--- config.mk ---
export PLATFORM = sky130hd
export DESIGN_NAME = raw_rle_chunk_pixel_decoder_flat
export DESIGN_NICKNAME = d
export VERILOG_FILES = /design/src/rtl/rrcpd_pkg.sv /design/src/rtl/rrcpd_req_if.sv /design/src/rtl/rrcpd_rsp_if.sv /design/src/rtl/rrcpd_csr_if.sv /design/src/rtl/rrcpd_parser.sv /design/src/rtl/rrcpd_ctrl.sv /design/src/rtl/rrcpd_datapath.sv /design/src/rtl/raw_rle_chunk_pixel_decoder.sv /design/src/flat_wrapper.sv
export SDC_FILE = /design/constraint.sdc
export NUM_CORES = 1
export LEC_CHECK = 0
export ABC_AREA = 1
export BUFFER_PORTS_ARGS = -buffer_cell sky130_fd_sc_hd__clkbuf_2
export CORE_MARGIN = 2
export CORE_UTILIZATION = 50
export CTS_BUF_LIST = sky130_fd_sc_hd__clkbuf_4
export DETAILED_ROUTE_END_ITERATION = 8
export PLACE_DENSITY = 0.66
export SETUP_SLACK_MARGIN = 0.4
export SLEW_MARGIN = 20
export SYNTH_ARGS = -nofsm -noshare
export SYNTH_HDL_FRONTEND = slang
export SYNTH_SLANG_ARGS = --single-unit
--- constraint.sdc ---
create_clock -name clock -period 10 [get_ports clock]
set_clock_uncertainty 0.1 [all_clocks]
set_input_delay 2 -clock clock [delete_from_list [all_inputs] [get_ports clock]]
set_output_delay 2 -clock clock [all_outputs]
set_load 0.01 [all_outputs]
--- src/rtl/rrcpd_pkg.sv ---
package rrcpd_pkg;

   localparam int DATA_W      = 8;
   localparam int PIX_W       = 16;
   localparam int CNT_W       = 8;
   localparam int COORD_W     = 11;
   localparam int DIM_REG_W   = 12;
   localparam int PAIRS_W     = 16;
   localparam int CSR_IDX_W   = 3;
   localparam int CSR_DATA_W  = 16;
   localparam int DEF_MAX_DIM = 2048;

   // largest dimension the 12-bit registers can hold
   localparam int REG_DIM_MAX = (2 ** DIM_REG_W) - 1;

   localparam logic [CSR_IDX_W-1:0] CSR_IMAGE_WIDTH     = 3'd0;
   localparam logic [CSR_IDX_W-1:0] CSR_IMAGE_HEIGHT    = 3'd1;
   localparam logic [CSR_IDX_W-1:0] CSR_COLUMN_WISE     = 3'd2;
   localparam logic [CSR_IDX_W-1:0] CSR_FIRST_CHUNK_RLE = 3'd3;
   localparam logic [CSR_IDX_W-1:0] CSR_CHUNK_PAIRS     = 3'd4;

   function automatic int dim_limit(int max_dim);
      return (max_dim < REG_DIM_MAX) ? max_dim : REG_DIM_MAX;
   endfunction

   function automatic int dim_width(int max_dim);
      return $clog2(dim_limit(max_dim) + 1);
   endfunction

   // entry that produces a run descriptor, handed from parser to datapath
   typedef struct packed {
      logic [PIX_W-1:0] pixel;
      logic [CNT_W-1:0] run_count;
      logic             last_run;
   } seed_type;

   typedef struct packed {
      logic capture;
      logic mul_total;
      logic mul_lin;
      logic clamp;
      logic advance;
      logic div_step;
      logic commit;
   } cmd_type;

   typedef struct packed {
      logic [PIX_W-1:0]   pixel;
      logic [CNT_W-1:0]   run_count;
      logic [COORD_W-1:0] start_column;
      logic [COORD_W-1:0] start_row;
      logic               out_of_bounds;
      logic               last_run;
   } rsp_payload_type;

endpackage

--- src/rtl/rrcpd_req_if.sv ---
interface rrcpd_req_if;
   logic                             valid;
   logic                             ready;
   logic [rrcpd_pkg::DATA_W-1:0]     data_byte;
   logic                             start_of_image;

   modport source(output valid, output data_byte, output start_of_image, input ready);
   modport sink(input valid, input data_byte, input start_of_image, output ready);
endinterface

--- src/rtl/rrcpd_rsp_if.sv ---
interface rrcpd_rsp_if;
   logic                              valid;
   logic                              ready;
   logic [rrcpd_pkg::PIX_W-1:0]       pixel;
   logic [rrcpd_pkg::CNT_W-1:0]       run_count;
   logic [rrcpd_pkg::COORD_W-1:0]     start_column;
   logic [rrcpd_pkg::COORD_W-1:0]     start_row;
   logic                              out_of_bounds;
   logic                              last_run;

   modport source(output valid, output pixel, output run_count, output start_column,
                  output start_row, output out_of_bounds, output last_run, input ready);
   modport sink(input valid, input pixel, input run_count, input start_column,
                input start_row, input out_of_bounds, input last_run, output ready);
endinterface

--- src/rtl/rrcpd_csr_if.sv ---
interface rrcpd_csr_if;
   logic                               valid;
   logic                               ready;
   logic [rrcpd_pkg::CSR_IDX_W-1:0]    index;
   logic [rrcpd_pkg::CSR_DATA_W-1:0]   data;

   modport source(output valid, output index, output data, input ready);
   modport sink(input valid, input index, input data, output ready);
endinterface

--- src/rtl/rrcpd_parser.sv ---
module rrcpd_parser (
   input  logic                               clock,
   input  logic                               reset,
   input  logic                               accept,
   input  logic [rrcpd_pkg::DATA_W-1:0]       data_byte,
   input  logic                               start_of_image,
   input  logic                               first_chunk_rle,
   input  logic [rrcpd_pkg::PAIRS_W-1:0]      chunk_pairs,
   output logic                               emit,
   output rrcpd_pkg::seed_type                seed
);

   typedef enum logic [1:0] {
      PH_COUNT,
      PH_RUN,
      PH_LOW,
      PH_HIGH
   } phase_type;

   phase_type                          phase_ff, phase_in, s_phase;
   logic                               rle_ff, rle_in, s_rle;
   logic                               second_ff, second_in, s_second;
   logic [rrcpd_pkg::CNT_W-1:0]        entries_ff, entries_in, s_entries;
   logic [rrcpd_pkg::PAIRS_W-1:0]      pairs_ff, pairs_in, s_pairs;
   logic [rrcpd_pkg::CNT_W-1:0]        run_ff, run_in, s_run;
   logic [rrcpd_pkg::DATA_W-1:0]       low_ff, low_in, s_low;
   logic                               fin_ff, fin_in, s_fin;
   logic [rrcpd_pkg::CNT_W-1:0]        ent_dec;
   logic [rrcpd_pkg::PAIRS_W-1:0]      pairs_dec;
   logic                               final_chunk;
   logic                               chunk_done;

   always_comb begin
      // start of image restarts the parser on this very byte
      if (start_of_image) begin
         s_phase   = PH_COUNT;
         s_rle     = first_chunk_rle;
         s_second  = 1'b0;
         s_entries = '0;
         s_pairs   = chunk_pairs;
         s_run     = '0;
         s_low     = '0;
         s_fin     = (chunk_pairs == '0);
      end else begin
         s_phase   = phase_ff;
         s_rle     = rle_ff;
         s_second  = second_ff;
         s_entries = entries_ff;
         s_pairs   = pairs_ff;
         s_run     = run_ff;
         s_low     = low_ff;
         s_fin     = fin_ff;
      end

      phase_in   = s_phase;
      rle_in     = s_rle;
      second_in  = s_second;
      entries_in = s_entries;
      pairs_in   = s_pairs;
      run_in     = s_run;
      low_in     = s_low;
      fin_in     = s_fin;

      ent_dec     = s_entries - 1'b1;
      pairs_dec   = s_pairs - 1'b1;
      final_chunk = s_second && (s_pairs == rrcpd_pkg::PAIRS_W'(1));
      chunk_done  = 1'b0;
      emit        = 1'b0;
      seed        = '0;

      if (!s_fin) begin
         case (s_phase)
            PH_COUNT: begin
               entries_in = data_byte;
               if (data_byte == '0) begin
                  chunk_done     = 1'b1;
                  emit           = final_chunk;
                  seed.last_run  = final_chunk;
               end else begin
                  phase_in = s_rle ? PH_RUN : PH_LOW;
               end
            end
            PH_RUN: begin
               run_in   = data_byte;
               phase_in = PH_LOW;
            end
            PH_LOW: begin
               low_in   = data_byte;
               phase_in = PH_HIGH;
            end
            PH_HIGH: begin
               entries_in     = ent_dec;
               seed.pixel     = {data_byte, s_low};
               seed.run_count = s_rle ? s_run : rrcpd_pkg::CNT_W'(1);
               seed.last_run  = (ent_dec == '0) && final_chunk;
               if (ent_dec == '0) begin
                  chunk_done = 1'b1;
               end else begin
                  phase_in = s_rle ? PH_RUN : PH_LOW;
               end
               // drop zero runs unless they close the image
               emit = (seed.run_count != '0) || seed.last_run;
            end
            default: begin
               phase_in = PH_COUNT;
            end
         endcase

         if (chunk_done) begin
            if (s_second) begin
               second_in = 1'b0;
               pairs_in  = pairs_dec;
               if (pairs_dec == '0) begin
                  fin_in = 1'b1;
               end
            end else begin
               second_in = 1'b1;
            end
            rle_in   = ~s_rle;
            phase_in = PH_COUNT;
         end
      end
   end

   always_ff @(posedge clock) begin
      if (reset) begin
         phase_ff   <= PH_COUNT;
         rle_ff     <= 1'b0;
         second_ff  <= 1'b0;
         entries_ff <= '0;
         pairs_ff   <= '0;
         run_ff     <= '0;
         low_ff     <= '0;
         fin_ff     <= 1'b1;
      end else if (accept) begin
         phase_ff   <= phase_in;
         rle_ff     <= rle_in;
         second_ff  <= second_in;
         entries_ff <= entries_in;
         pairs_ff   <= pairs_in;
         run_ff     <= run_in;
         low_ff     <= low_in;
         fin_ff     <= fin_in;
      end
   end

endmodule

--- src/rtl/rrcpd_ctrl.sv ---
module rrcpd_ctrl #(
   parameter int MAX_DIM = rrcpd_pkg::DEF_MAX_DIM
) (
   input  logic                 clock,
   input  logic                 reset,
   input  logic                 go,
   input  logic                 out_busy,
   output logic                 req_ready,
   output rrcpd_pkg::cmd_type   cmd
);

   localparam int DIM_W  = rrcpd_pkg::dim_width(MAX_DIM);
   localparam int STEP_W = $clog2(DIM_W);

   typedef enum logic [2:0] {
      ST_IDLE,
      ST_TOTAL,
      ST_LIN,
      ST_CLAMP,
      ST_ADV,
      ST_DIV,
      ST_PUT
   } state_type;

   state_type          state_ff;
   logic [STEP_W-1:0]  step_ff;

   always_ff @(posedge clock) begin
      if (reset) begin
         state_ff <= ST_IDLE;
         step_ff  <= '0;
      end else begin
         case (state_ff)
            ST_IDLE: begin
               if (go) begin
                  state_ff <= ST_TOTAL;
               end
            end
            ST_TOTAL: state_ff <= ST_LIN;
            ST_LIN:   state_ff <= ST_CLAMP;
            ST_CLAMP: state_ff <= ST_ADV;
            ST_ADV: begin
               step_ff  <= '0;
               state_ff <= ST_DIV;
            end
            ST_DIV: begin
               step_ff <= step_ff + 1'b1;
               if (step_ff == STEP_W'(DIM_W - 1)) begin
                  state_ff <= ST_PUT;
               end
            end
            ST_PUT: begin
               // hold until the output register frees up
               if (!out_busy) begin
                  state_ff <= ST_IDLE;
               end
            end
            default: state_ff <= ST_IDLE;
         endcase
      end
   end

   always_comb begin
      req_ready     = (state_ff == ST_IDLE);
      cmd           = '0;
      cmd.capture   = (state_ff == ST_IDLE) && go;
      cmd.mul_total = (state_ff == ST_TOTAL);
      cmd.mul_lin   = (state_ff == ST_LIN);
      cmd.clamp     = (state_ff == ST_CLAMP);
      cmd.advance   = (state_ff == ST_ADV);
      cmd.div_step  = (state_ff == ST_DIV);
      cmd.commit    = (state_ff == ST_PUT) && !out_busy;
   end

endmodule

--- src/rtl/rrcpd_datapath.sv ---
module rrcpd_datapath #(
   parameter int MAX_DIM = rrcpd_pkg::DEF_MAX_DIM
) (
   input  logic                                clock,
   input  logic                                reset,
   input  rrcpd_pkg::cmd_type                  cmd,
   input  logic                                pos_clear,
   input  rrcpd_pkg::seed_type                 seed,
   input  logic [rrcpd_pkg::DIM_REG_W-1:0]     image_width,
   input  logic [rrcpd_pkg::DIM_REG_W-1:0]     image_height,
   input  logic                                column_wise,
   input  logic                                out_ready,
   output logic                                out_valid,
   output logic                                out_busy,
   output rrcpd_pkg::rsp_payload_type          out_payload
);

   localparam int DIM_MAX = rrcpd_pkg::dim_limit(MAX_DIM);
   localparam int DIM_W   = rrcpd_pkg::dim_width(MAX_DIM);
   localparam int LIN_W   = 2 * DIM_W + 1;

   logic [DIM_W-1:0]              col_ff, row_ff;
   rrcpd_pkg::seed_type           seed_ff;
   logic [LIN_W-1:0]              total_ff, lin_ff, rem_ff, dsh_ff;
   logic [DIM_W-1:0]              quo_ff;
   logic                          oob_ff;
   logic                          out_valid_ff;
   rrcpd_pkg::rsp_payload_type    out_ff;

   logic [DIM_W-1:0]              w_eff, h_eff, span, major, minor;
   logic [LIN_W-1:0]              sum;

   function automatic logic [DIM_W-1:0] eff_dim(logic [rrcpd_pkg::DIM_REG_W-1:0] v);
      if (v == '0) begin
         return DIM_W'(1);
      end else if (int'(v) > DIM_MAX) begin
         return DIM_W'(DIM_MAX);
      end
      return DIM_W'(v);
   endfunction

   always_comb begin
      w_eff = eff_dim(image_width);
      h_eff = eff_dim(image_height);
      span  = column_wise ? h_eff : w_eff;
      major = column_wise ? col_ff : row_ff;
      minor = column_wise ? row_ff : col_ff;
      sum   = lin_ff + LIN_W'(seed_ff.run_count);
   end

   always_ff @(posedge clock) begin
      if (cmd.capture) begin
         seed_ff <= seed;
      end
      if (cmd.mul_total) begin
         total_ff <= LIN_W'(w_eff) * LIN_W'(h_eff);
      end
      if (cmd.mul_lin) begin
         lin_ff <= LIN_W'(major) * LIN_W'(span) + LIN_W'(minor);
      end
      if (cmd.clamp && (lin_ff > total_ff)) begin
         lin_ff <= total_ff;
      end
      if (cmd.advance) begin
         oob_ff <= (sum > total_ff);
         rem_ff <= (sum > total_ff) ? total_ff : sum;
         dsh_ff <= LIN_W'(span) << (DIM_W - 1);
         quo_ff <= '0;
      end
      // one quotient bit per step, most significant first
      if (cmd.div_step) begin
         if (rem_ff >= dsh_ff) begin
            rem_ff <= rem_ff - dsh_ff;
            quo_ff <= {quo_ff[DIM_W-2:0], 1'b1};
         end else begin
            quo_ff <= {quo_ff[DIM_W-2:0], 1'b0};
         end
         dsh_ff <= dsh_ff >> 1;
      end
      if (cmd.commit) begin
         out_ff.pixel         <= seed_ff.pixel;
         out_ff.run_count     <= seed_ff.run_count;
         out_ff.start_column  <= rrcpd_pkg::COORD_W'(col_ff);
         out_ff.start_row     <= rrcpd_pkg::COORD_W'(row_ff);
         out_ff.out_of_bounds <= oob_ff;
         out_ff.last_run      <= seed_ff.last_run;
      end
   end

   always_ff @(posedge clock) begin
      if (reset) begin
         col_ff       <= '0;
         row_ff       <= '0;
         out_valid_ff <= 1'b0;
      end else begin
         if (pos_clear) begin
            col_ff <= '0;
            row_ff <= '0;
         end else if (cmd.commit) begin
            if (column_wise) begin
               col_ff <= quo_ff;
               row_ff <= DIM_W'(rem_ff);
            end else begin
               row_ff <= quo_ff;
               col_ff <= DIM_W'(rem_ff);
            end
         end
         if (cmd.commit) begin
            out_valid_ff <= 1'b1;
         end else if (out_ready) begin
            out_valid_ff <= 1'b0;
         end
      end
   end

   assign out_valid   = out_valid_ff;
   assign out_busy    = out_valid_ff && !out_ready;
   assign out_payload = out_ff;

endmodule

--- src/rtl/raw_rle_chunk_pixel_decoder.sv ---
// channel   dir  beat payload
// req_ch    in   data_byte, start_of_image
// rsp_ch    out  pixel, run_count, start_column, start_row, out_of_bounds, last_run
// csr_ch    in   index, data (register write)
//
// A byte that yields no run descriptor leaves the block ready for the next byte. A byte
// that yields one holds off further bytes through two multiplies, clamp, and a restoring
// divider that forms one quotient bit per cycle to rewrap the fill position.
// Reset is synchronous; configuration resets to width 1, height 1, column mode.
// The next byte is taken while a descriptor still waits in the output register;
// a new descriptor holds in the last step until that register is free.
module raw_rle_chunk_pixel_decoder #(
   parameter int MAX_DIM = rrcpd_pkg::DEF_MAX_DIM
) (
   input  logic              clock,
   input  logic              reset,
   rrcpd_req_if.sink         req_ch,
   rrcpd_rsp_if.source       rsp_ch,
   rrcpd_csr_if.sink         csr_ch
);

   logic [rrcpd_pkg::DIM_REG_W-1:0]   width_ff, height_ff;
   logic                              column_wise_ff;
   logic                              first_rle_ff;
   logic [rrcpd_pkg::PAIRS_W-1:0]     pairs_ff;

   logic                              req_ready;
   logic                              accept;
   logic                              emit;
   logic                              out_valid;
   logic                              out_busy;
   rrcpd_pkg::seed_type               seed;
   rrcpd_pkg::cmd_type                cmd;
   rrcpd_pkg::rsp_payload_type        payload;

   assign csr_ch.ready = 1'b1;

   always_ff @(posedge clock) begin
      if (reset) begin
         width_ff       <= rrcpd_pkg::DIM_REG_W'(1);
         height_ff      <= rrcpd_pkg::DIM_REG_W'(1);
         column_wise_ff <= 1'b1;
         first_rle_ff   <= 1'b0;
         pairs_ff       <= '0;
      end else if (csr_ch.valid) begin
         case (csr_ch.index)
            rrcpd_pkg::CSR_IMAGE_WIDTH:     width_ff       <= csr_ch.data[rrcpd_pkg::DIM_REG_W-1:0];
            rrcpd_pkg::CSR_IMAGE_HEIGHT:    height_ff      <= csr_ch.data[rrcpd_pkg::DIM_REG_W-1:0];
            rrcpd_pkg::CSR_COLUMN_WISE:     column_wise_ff <= csr_ch.data[0];
            rrcpd_pkg::CSR_FIRST_CHUNK_RLE: first_rle_ff   <= csr_ch.data[0];
            rrcpd_pkg::CSR_CHUNK_PAIRS:     pairs_ff       <= csr_ch.data[rrcpd_pkg::PAIRS_W-1:0];
            default: ;
         endcase
      end
   end

   assign req_ch.ready = req_ready;
   assign accept       = req_ch.valid && req_ready;

   rrcpd_parser u_parser (
      .clock           (clock),
      .reset           (reset),
      .accept          (accept),
      .data_byte       (req_ch.data_byte),
      .start_of_image  (req_ch.start_of_image),
      .first_chunk_rle (first_rle_ff),
      .chunk_pairs     (pairs_ff),
      .emit            (emit),
      .seed            (seed)
   );

   rrcpd_ctrl #(
      .MAX_DIM (MAX_DIM)
   ) u_ctrl (
      .clock     (clock),
      .reset     (reset),
      .go        (accept && emit),
      .out_busy  (out_busy),
      .req_ready (req_ready),
      .cmd       (cmd)
   );

   rrcpd_datapath #(
      .MAX_DIM (MAX_DIM)
   ) u_datapath (
      .clock        (clock),
      .reset        (reset),
      .cmd          (cmd),
      .pos_clear    (accept && req_ch.start_of_image),
      .seed         (seed),
      .image_width  (width_ff),
      .image_height (height_ff),
      .column_wise  (column_wise_ff),
      .out_ready    (rsp_ch.ready),
      .out_valid    (out_valid),
      .out_busy     (out_busy),
      .out_payload  (payload)
   );

   assign rsp_ch.valid         = out_valid;
   assign rsp_ch.pixel         = payload.pixel;
   assign rsp_ch.run_count     = payload.run_count;
   assign rsp_ch.start_column  = payload.start_column;
   assign rsp_ch.start_row     = payload.start_row;
   assign rsp_ch.out_of_bounds = payload.out_of_bounds;
   assign rsp_ch.last_run      = payload.last_run;

endmodule
--- src/flat_wrapper.sv ---
// flat-port wrapper written by rule: the top's interface ports become plain ports
module raw_rle_chunk_pixel_decoder_flat 
#(
   parameter int MAX_DIM = rrcpd_pkg::DEF_MAX_DIM
)
  (clock, reset, req_ch_valid, req_ch_data_byte, req_ch_start_of_image, req_ch_ready, rsp_ch_valid, rsp_ch_pixel, rsp_ch_run_count, rsp_ch_start_column, rsp_ch_start_row, rsp_ch_out_of_bounds, rsp_ch_last_run, rsp_ch_ready, csr_ch_valid, csr_ch_index, csr_ch_data, csr_ch_ready);
  rrcpd_req_if req_ch_i ();
  rrcpd_rsp_if rsp_ch_i ();
  rrcpd_csr_if csr_ch_i ();
  input  logic clock;
  input  logic reset;
  input wire logic [$bits(req_ch_i.valid)-1:0] req_ch_valid;
  input wire logic [$bits(req_ch_i.data_byte)-1:0] req_ch_data_byte;
  input wire logic [$bits(req_ch_i.start_of_image)-1:0] req_ch_start_of_image;
  output wire logic [$bits(req_ch_i.ready)-1:0] req_ch_ready;
  output wire logic [$bits(rsp_ch_i.valid)-1:0] rsp_ch_valid;
  output wire logic [$bits(rsp_ch_i.pixel)-1:0] rsp_ch_pixel;
  output wire logic [$bits(rsp_ch_i.run_count)-1:0] rsp_ch_run_count;
  output wire logic [$bits(rsp_ch_i.start_column)-1:0] rsp_ch_start_column;
  output wire logic [$bits(rsp_ch_i.start_row)-1:0] rsp_ch_start_row;
  output wire logic [$bits(rsp_ch_i.out_of_bounds)-1:0] rsp_ch_out_of_bounds;
  output wire logic [$bits(rsp_ch_i.last_run)-1:0] rsp_ch_last_run;
  input wire logic [$bits(rsp_ch_i.ready)-1:0] rsp_ch_ready;
  input wire logic [$bits(csr_ch_i.valid)-1:0] csr_ch_valid;
  input wire logic [$bits(csr_ch_i.index)-1:0] csr_ch_index;
  input wire logic [$bits(csr_ch_i.data)-1:0] csr_ch_data;
  output wire logic [$bits(csr_ch_i.ready)-1:0] csr_ch_ready;
  assign req_ch_i.valid = req_ch_valid;
  assign req_ch_i.data_byte = req_ch_data_byte;
  assign req_ch_i.start_of_image = req_ch_start_of_image;
  assign req_ch_ready = req_ch_i.ready;
  assign rsp_ch_valid = rsp_ch_i.valid;
  assign rsp_ch_pixel = rsp_ch_i.pixel;
  assign rsp_ch_run_count = rsp_ch_i.run_count;
  assign rsp_ch_start_column = rsp_ch_i.start_column;
  assign rsp_ch_start_row = rsp_ch_i.start_row;
  assign rsp_ch_out_of_bounds = rsp_ch_i.out_of_bounds;
  assign rsp_ch_last_run = rsp_ch_i.last_run;
  assign rsp_ch_i.ready = rsp_ch_ready;
  assign csr_ch_i.valid = csr_ch_valid;
  assign csr_ch_i.index = csr_ch_index;
  assign csr_ch_i.data = csr_ch_data;
  assign csr_ch_ready = csr_ch_i.ready;
  raw_rle_chunk_pixel_decoder #(.MAX_DIM(MAX_DIM)) u_core (.clock(clock), .reset(reset), .req_ch(req_ch_i), .rsp_ch(rsp_ch_i), .csr_ch(csr_ch_i));
endmodule
==> results.txt <==
The routed wire length is ~74 mm. The share of total power in sequential cells came out at 0.358. The arrival time at the worst endpoint came out at slightly below 8 ns.

The number of standard cells after synthesis is about 3,500. From left edge to right edge, the die measures between 200 and 250 um. The share of the clock period used by the worst path came out at 0.7311. The number of global-route vias before repair came out at roughly 22,000. The sort of element at the end of the critical path is a flip-flop.

The average cell area after synthesis is 7.784 um2. The async set-reset flop share out of synthesis came out at 0. Sorting the synthesized cells by area gives the leading types as edfxtp_1, fa_1, dfxtp_1, ha_1, nand2_1. Of the total power, the share spent switching nets is 0.4086. The top-area cell type share of the netlist area came out at 0.1761. Post-CTS timing repair inserted 0 buffers for setup. The measured slew at the worst slew-check pin is ~1.1 ns. For this run, the leading register cell type out of synthesis is edfxtp_1. The startpoint identified for the worst register-to-register timing path is u_core.height_ff[11]$_SDFFE_PP0P_. Setup violations remaining at the end of the flow were counted as 0. The flip-flop and latch count after synthesis came out at between 300 and 400. The remaining global-route overflow came out at 0.

For the worst setup path, the data required time is 10.42 ns. Across all setup checks in the final design, the least slack found is about 2.7 ns. The number of iterations in the first detailed-routing pass came out at 8. The non-filler instance count after layout is approximately 4,300. The fraction of the core area covered by cells at the end of the flow is 0.5442. The tree is rooted in a clkbuf_4. Before CTS, the worst setup slack after placement is ~2.8 ns. The count of cell types in the netlist came out at between 60 and 70. The summed instance area of the synthesized netlist is roughly 27,000 um2. In this run, CTS created clock tree buffers numbering a little over 80. The total internal power is ~2.8 mW.

The floorplan step set the die height to between 200 and 250 um. The number of enable-type register cells in the synthesized netlist is around 160. The number of instances in the placed design came out at around 4,200.

The fmax is roughly 140 MHz. The count of buffers added on input and output ports is 82. The leakage power figure is ~14 nW. The final estimated routing congestion in global placement came out at 0.9601. Across the run, the number of max-cap violations was 0. In this run the power spent charging and discharging nets is 1.911 mW. The clock edge transition at the registers on the reported setup and hold paths is about 0.070 ns. TritonCTS built the clock tree.

The min-delay analysis places its worst path in the category flip-flop to flip-flop. The starting DRC count in detailed routing is ~1,900. In this run, post-CTS repair resized a total of 0 instances. The final critical delay including setup and external delays is approximately 7.3 ns.

The number of levels in the clock H-tree is 3. The share of post-route cells with drive strength above 1 is 0.08828. The cell taking the most area after synthesis is edfxtp_1. The total nets after synthesis came out at between 3,000 and 4,000.

Setup repair after global routing left no endpoint under its margin. By instance count, the leading cell after synthesis is nand2_1. The final route contains roughly 23,000 vias. Entering global routing, the biggest net connects between 60 and 70 pins. The footprint of the flip-flops and latches came out at 7629 um2.

The number of clock sinks is 302. At the later pin of the worst-skew pair, clock insertion delay measures approximately 0.84 ns. For this run, the number of Yosys warnings is 0. The count of final hold-check violations came to 0.

The commonest cells after synthesis are nand2_1, inv_1, nor2_1. Adding up every negative setup slack in the final design gives 0 ns. The detailed placement HPWL is ~57 mm. In this run the remaining antenna-violating nets after routing total 0. The largest fanout on the critical path is 12. The layout overhead on the synthesized area is 8.246%. Row generation in the floorplan step produced 85 rows. The final count of pins violating max slew is 0.

After detailed routing, the average wire length per cell comes to between 15 and 20 um. The die footprint is between 50,000 and 60,000 um2. The maximum buffer depth of the clock tree is 3. The effective utilization at floorplan came out at 0.5028. The quantity of hold-fixing buffers added after cts came out at 0. By startpoint and endpoint, the worst setup path is classified as flip-flop to flip-flop. The region available for standard cell placement spans 53,600 um2. The initial antenna violation count was 2.

The startpoint identified for the worst hold timing path is u_core.u_datapath.seed_ff[16]$_SDFFCE_PP0P_. The average vias per placed instance is about 5.4. The portion of total power attributed to combinational logic is 0.386. For this run, the total global-route usage over all layers was measured as 0.2669.

The most critical setup path has its startpoint at u_core.height_ff[11]$_SDFFE_PP0P_. The first global-routing pass estimated 117.8 mm of wire. During I/O placement, the number of pins put on the boundary was 84. The post-detailed-route DRC marker count is 0.

The final net count came out at just over 4,000. The filler cells instantiated in the layout total around 5,200. The worst slew margin relative to its limit came out at 0.2771.

Power spread over the standard cell area amounts to around 160 nW/um2. The startpoint kind of the worst setup timing path is a flip-flop. Of the total power, the clock network draws 0.256.

The worst-case vdd ir drop came out at 0.00009501 V. The flow ran to the end, and the final reports show no timing, DRC or antenna violations. The multi-input combinational cells in the finished layout cover a total of around 17,000 um2.

The sequential fraction of the synthesis area came out at 0.2830. In this run the register-to-register setup slack is 2.69 ns.
==> flip-flops by register name (all words and copies together) (netlist names), 12 cells and up <==
name,cells
u_core.u_datapath.out_payload,48
u_core.u_datapath.lin_ff,25
u_core.u_datapath.rem_ff,25
u_core.u_datapath.seed_ff,25
u_core.u_datapath.total_ff,24
u_core.u_datapath.dsh_ff,23
u_core.pairs_ff,16
u_core.u_parser.pairs_ff,16
u_core.height_ff,12
u_core.u_datapath.col_ff,12
u_core.u_datapath.quo_ff,12
u_core.u_datapath.row_ff,12
u_core.width_ff,12
==> through the flow <==
step                cell area [um2]  hold WS [ns]  total power [mW]
finish                        29170        0.3126             4.677
global route                  29170        0.3219             5.012
CTS                           29150        0.3137             4.685
detailed placement            28030        0.3045             3.474
global placement              28020        0.3026             3.455
floorplan                     26950        0.3003             2.985
==> path summary, 6_finish.rpt <==
path / cells after the start / end
worst max-delay path: 26 / u_core.u_datapath.lin_ff[17]$_DFFE_PP_
worst min-delay path: 0 / u_core.u_datapath.out_payload[39]$_DFFE_PP_
worst max register to register: 26 / u_core.u_datapath.lin_ff[17]$_DFFE_PP_
worst min register to register: 0 / u_core.u_datapath.out_payload[39]$_DFFE_PP_
==> layout make-up <==
class | count | area share
Antenna cell | 4 | 0.0003431
Multi-Input combinational cell | 2425 | 0.5658
Timing Repair Buffer | 112 | 0.02179
Clock inverter | 26 | 0.006949
Sequential cell | 302 | 0.2615
Inverter | 637 | 0.08214
Tap cell | 696 | 0.02985
Clock buffer | 123 | 0.03165
==> layout by cell type, fill, tap and decap left out, types with 13 or more instances in the layout <==
cell / n
nand2_1: 739
inv_1: 616
nor2_1: 340
a21oi_1: 232
ha_1: 224
o21ai_0: 221
fa_1: 214
edfxtp_1: 158
dfxtp_1: 143
nand3_1: 125
clkbuf_4: 123
clkbuf_2: 82
xor2_1: 53
xnor2_1: 31
nor3_1: 30
buf_4: 30
o21ai_1: 26
nand4_1: 23
clkinv_1: 23
o211ai_1: 14
a31oi_1: 14
nand2_2: 13
inv_2: 13
==> routing by layer <==
layer | up-vias | GRT usage | share of wire
met5 | - | 0 | 0
met4 | 0 | 0.07787 | 0.023
met3 | 113 | 0.04400 | 0.070
met2 | 809 | 0.4303 | 0.46
met1 | 11040 | 0.3707 | 0.45
li1 | 11280 | - | -
==> cell families (layout without fill, tap and decap cells) <==
kind of cell	Yosys count	in the layout	synth area share
and+or+nand+nor	1320	1320	0.2028
DFF	302	302	0.2830
adders and majority gates	438	438	0.2630
other	1	5	0.0001392
buffers and inverters	735	898	0.1055
xor gates and xnor gates	85	85	0.02790
AOI/OAI and AO/OA	581	581	0.1177
==> worst max-delay path, stage by stage (launching register included) <==
cell and delay (ns):
dfxtp_1 0.60, inv_1 0.22, nand3_1 0.15, nand2_2 0.16, o21ai_1 0.46, o21ai_1 0.30, inv_1 0.43, nor2_1 0.12
fa_1 0.55, inv_1 0.05, fa_1 0.47, inv_1 0.05, fa_1 0.50, fa_1 0.55, inv_1 0.05, fa_1 0.48
inv_1 0.05, ha_1 0.33, a21oi_1 0.22, o21ai_0 0.17, a21oi_1 0.27, inv_1 0.10, a21oi_1 0.21, o21ai_0 0.13
xor2_1 0.16, nand2_1 0.07, o21ai_0 0.08
==> power groups by stage <==
stage	Clock (mW)	Combinational, mW	Sequential (mW)
2_1_floorplan	0	1.35	1.64
3_3_place_gp	0	1.76	1.69
3_5_place_dp	0	1.78	1.70
4_1_cts	1.23	1.79	1.67
5_1_grt	1.29	2.04	1.69
6_report	1.20	1.81	1.67
Note: power is estimated with default switching activity, not from simulation.
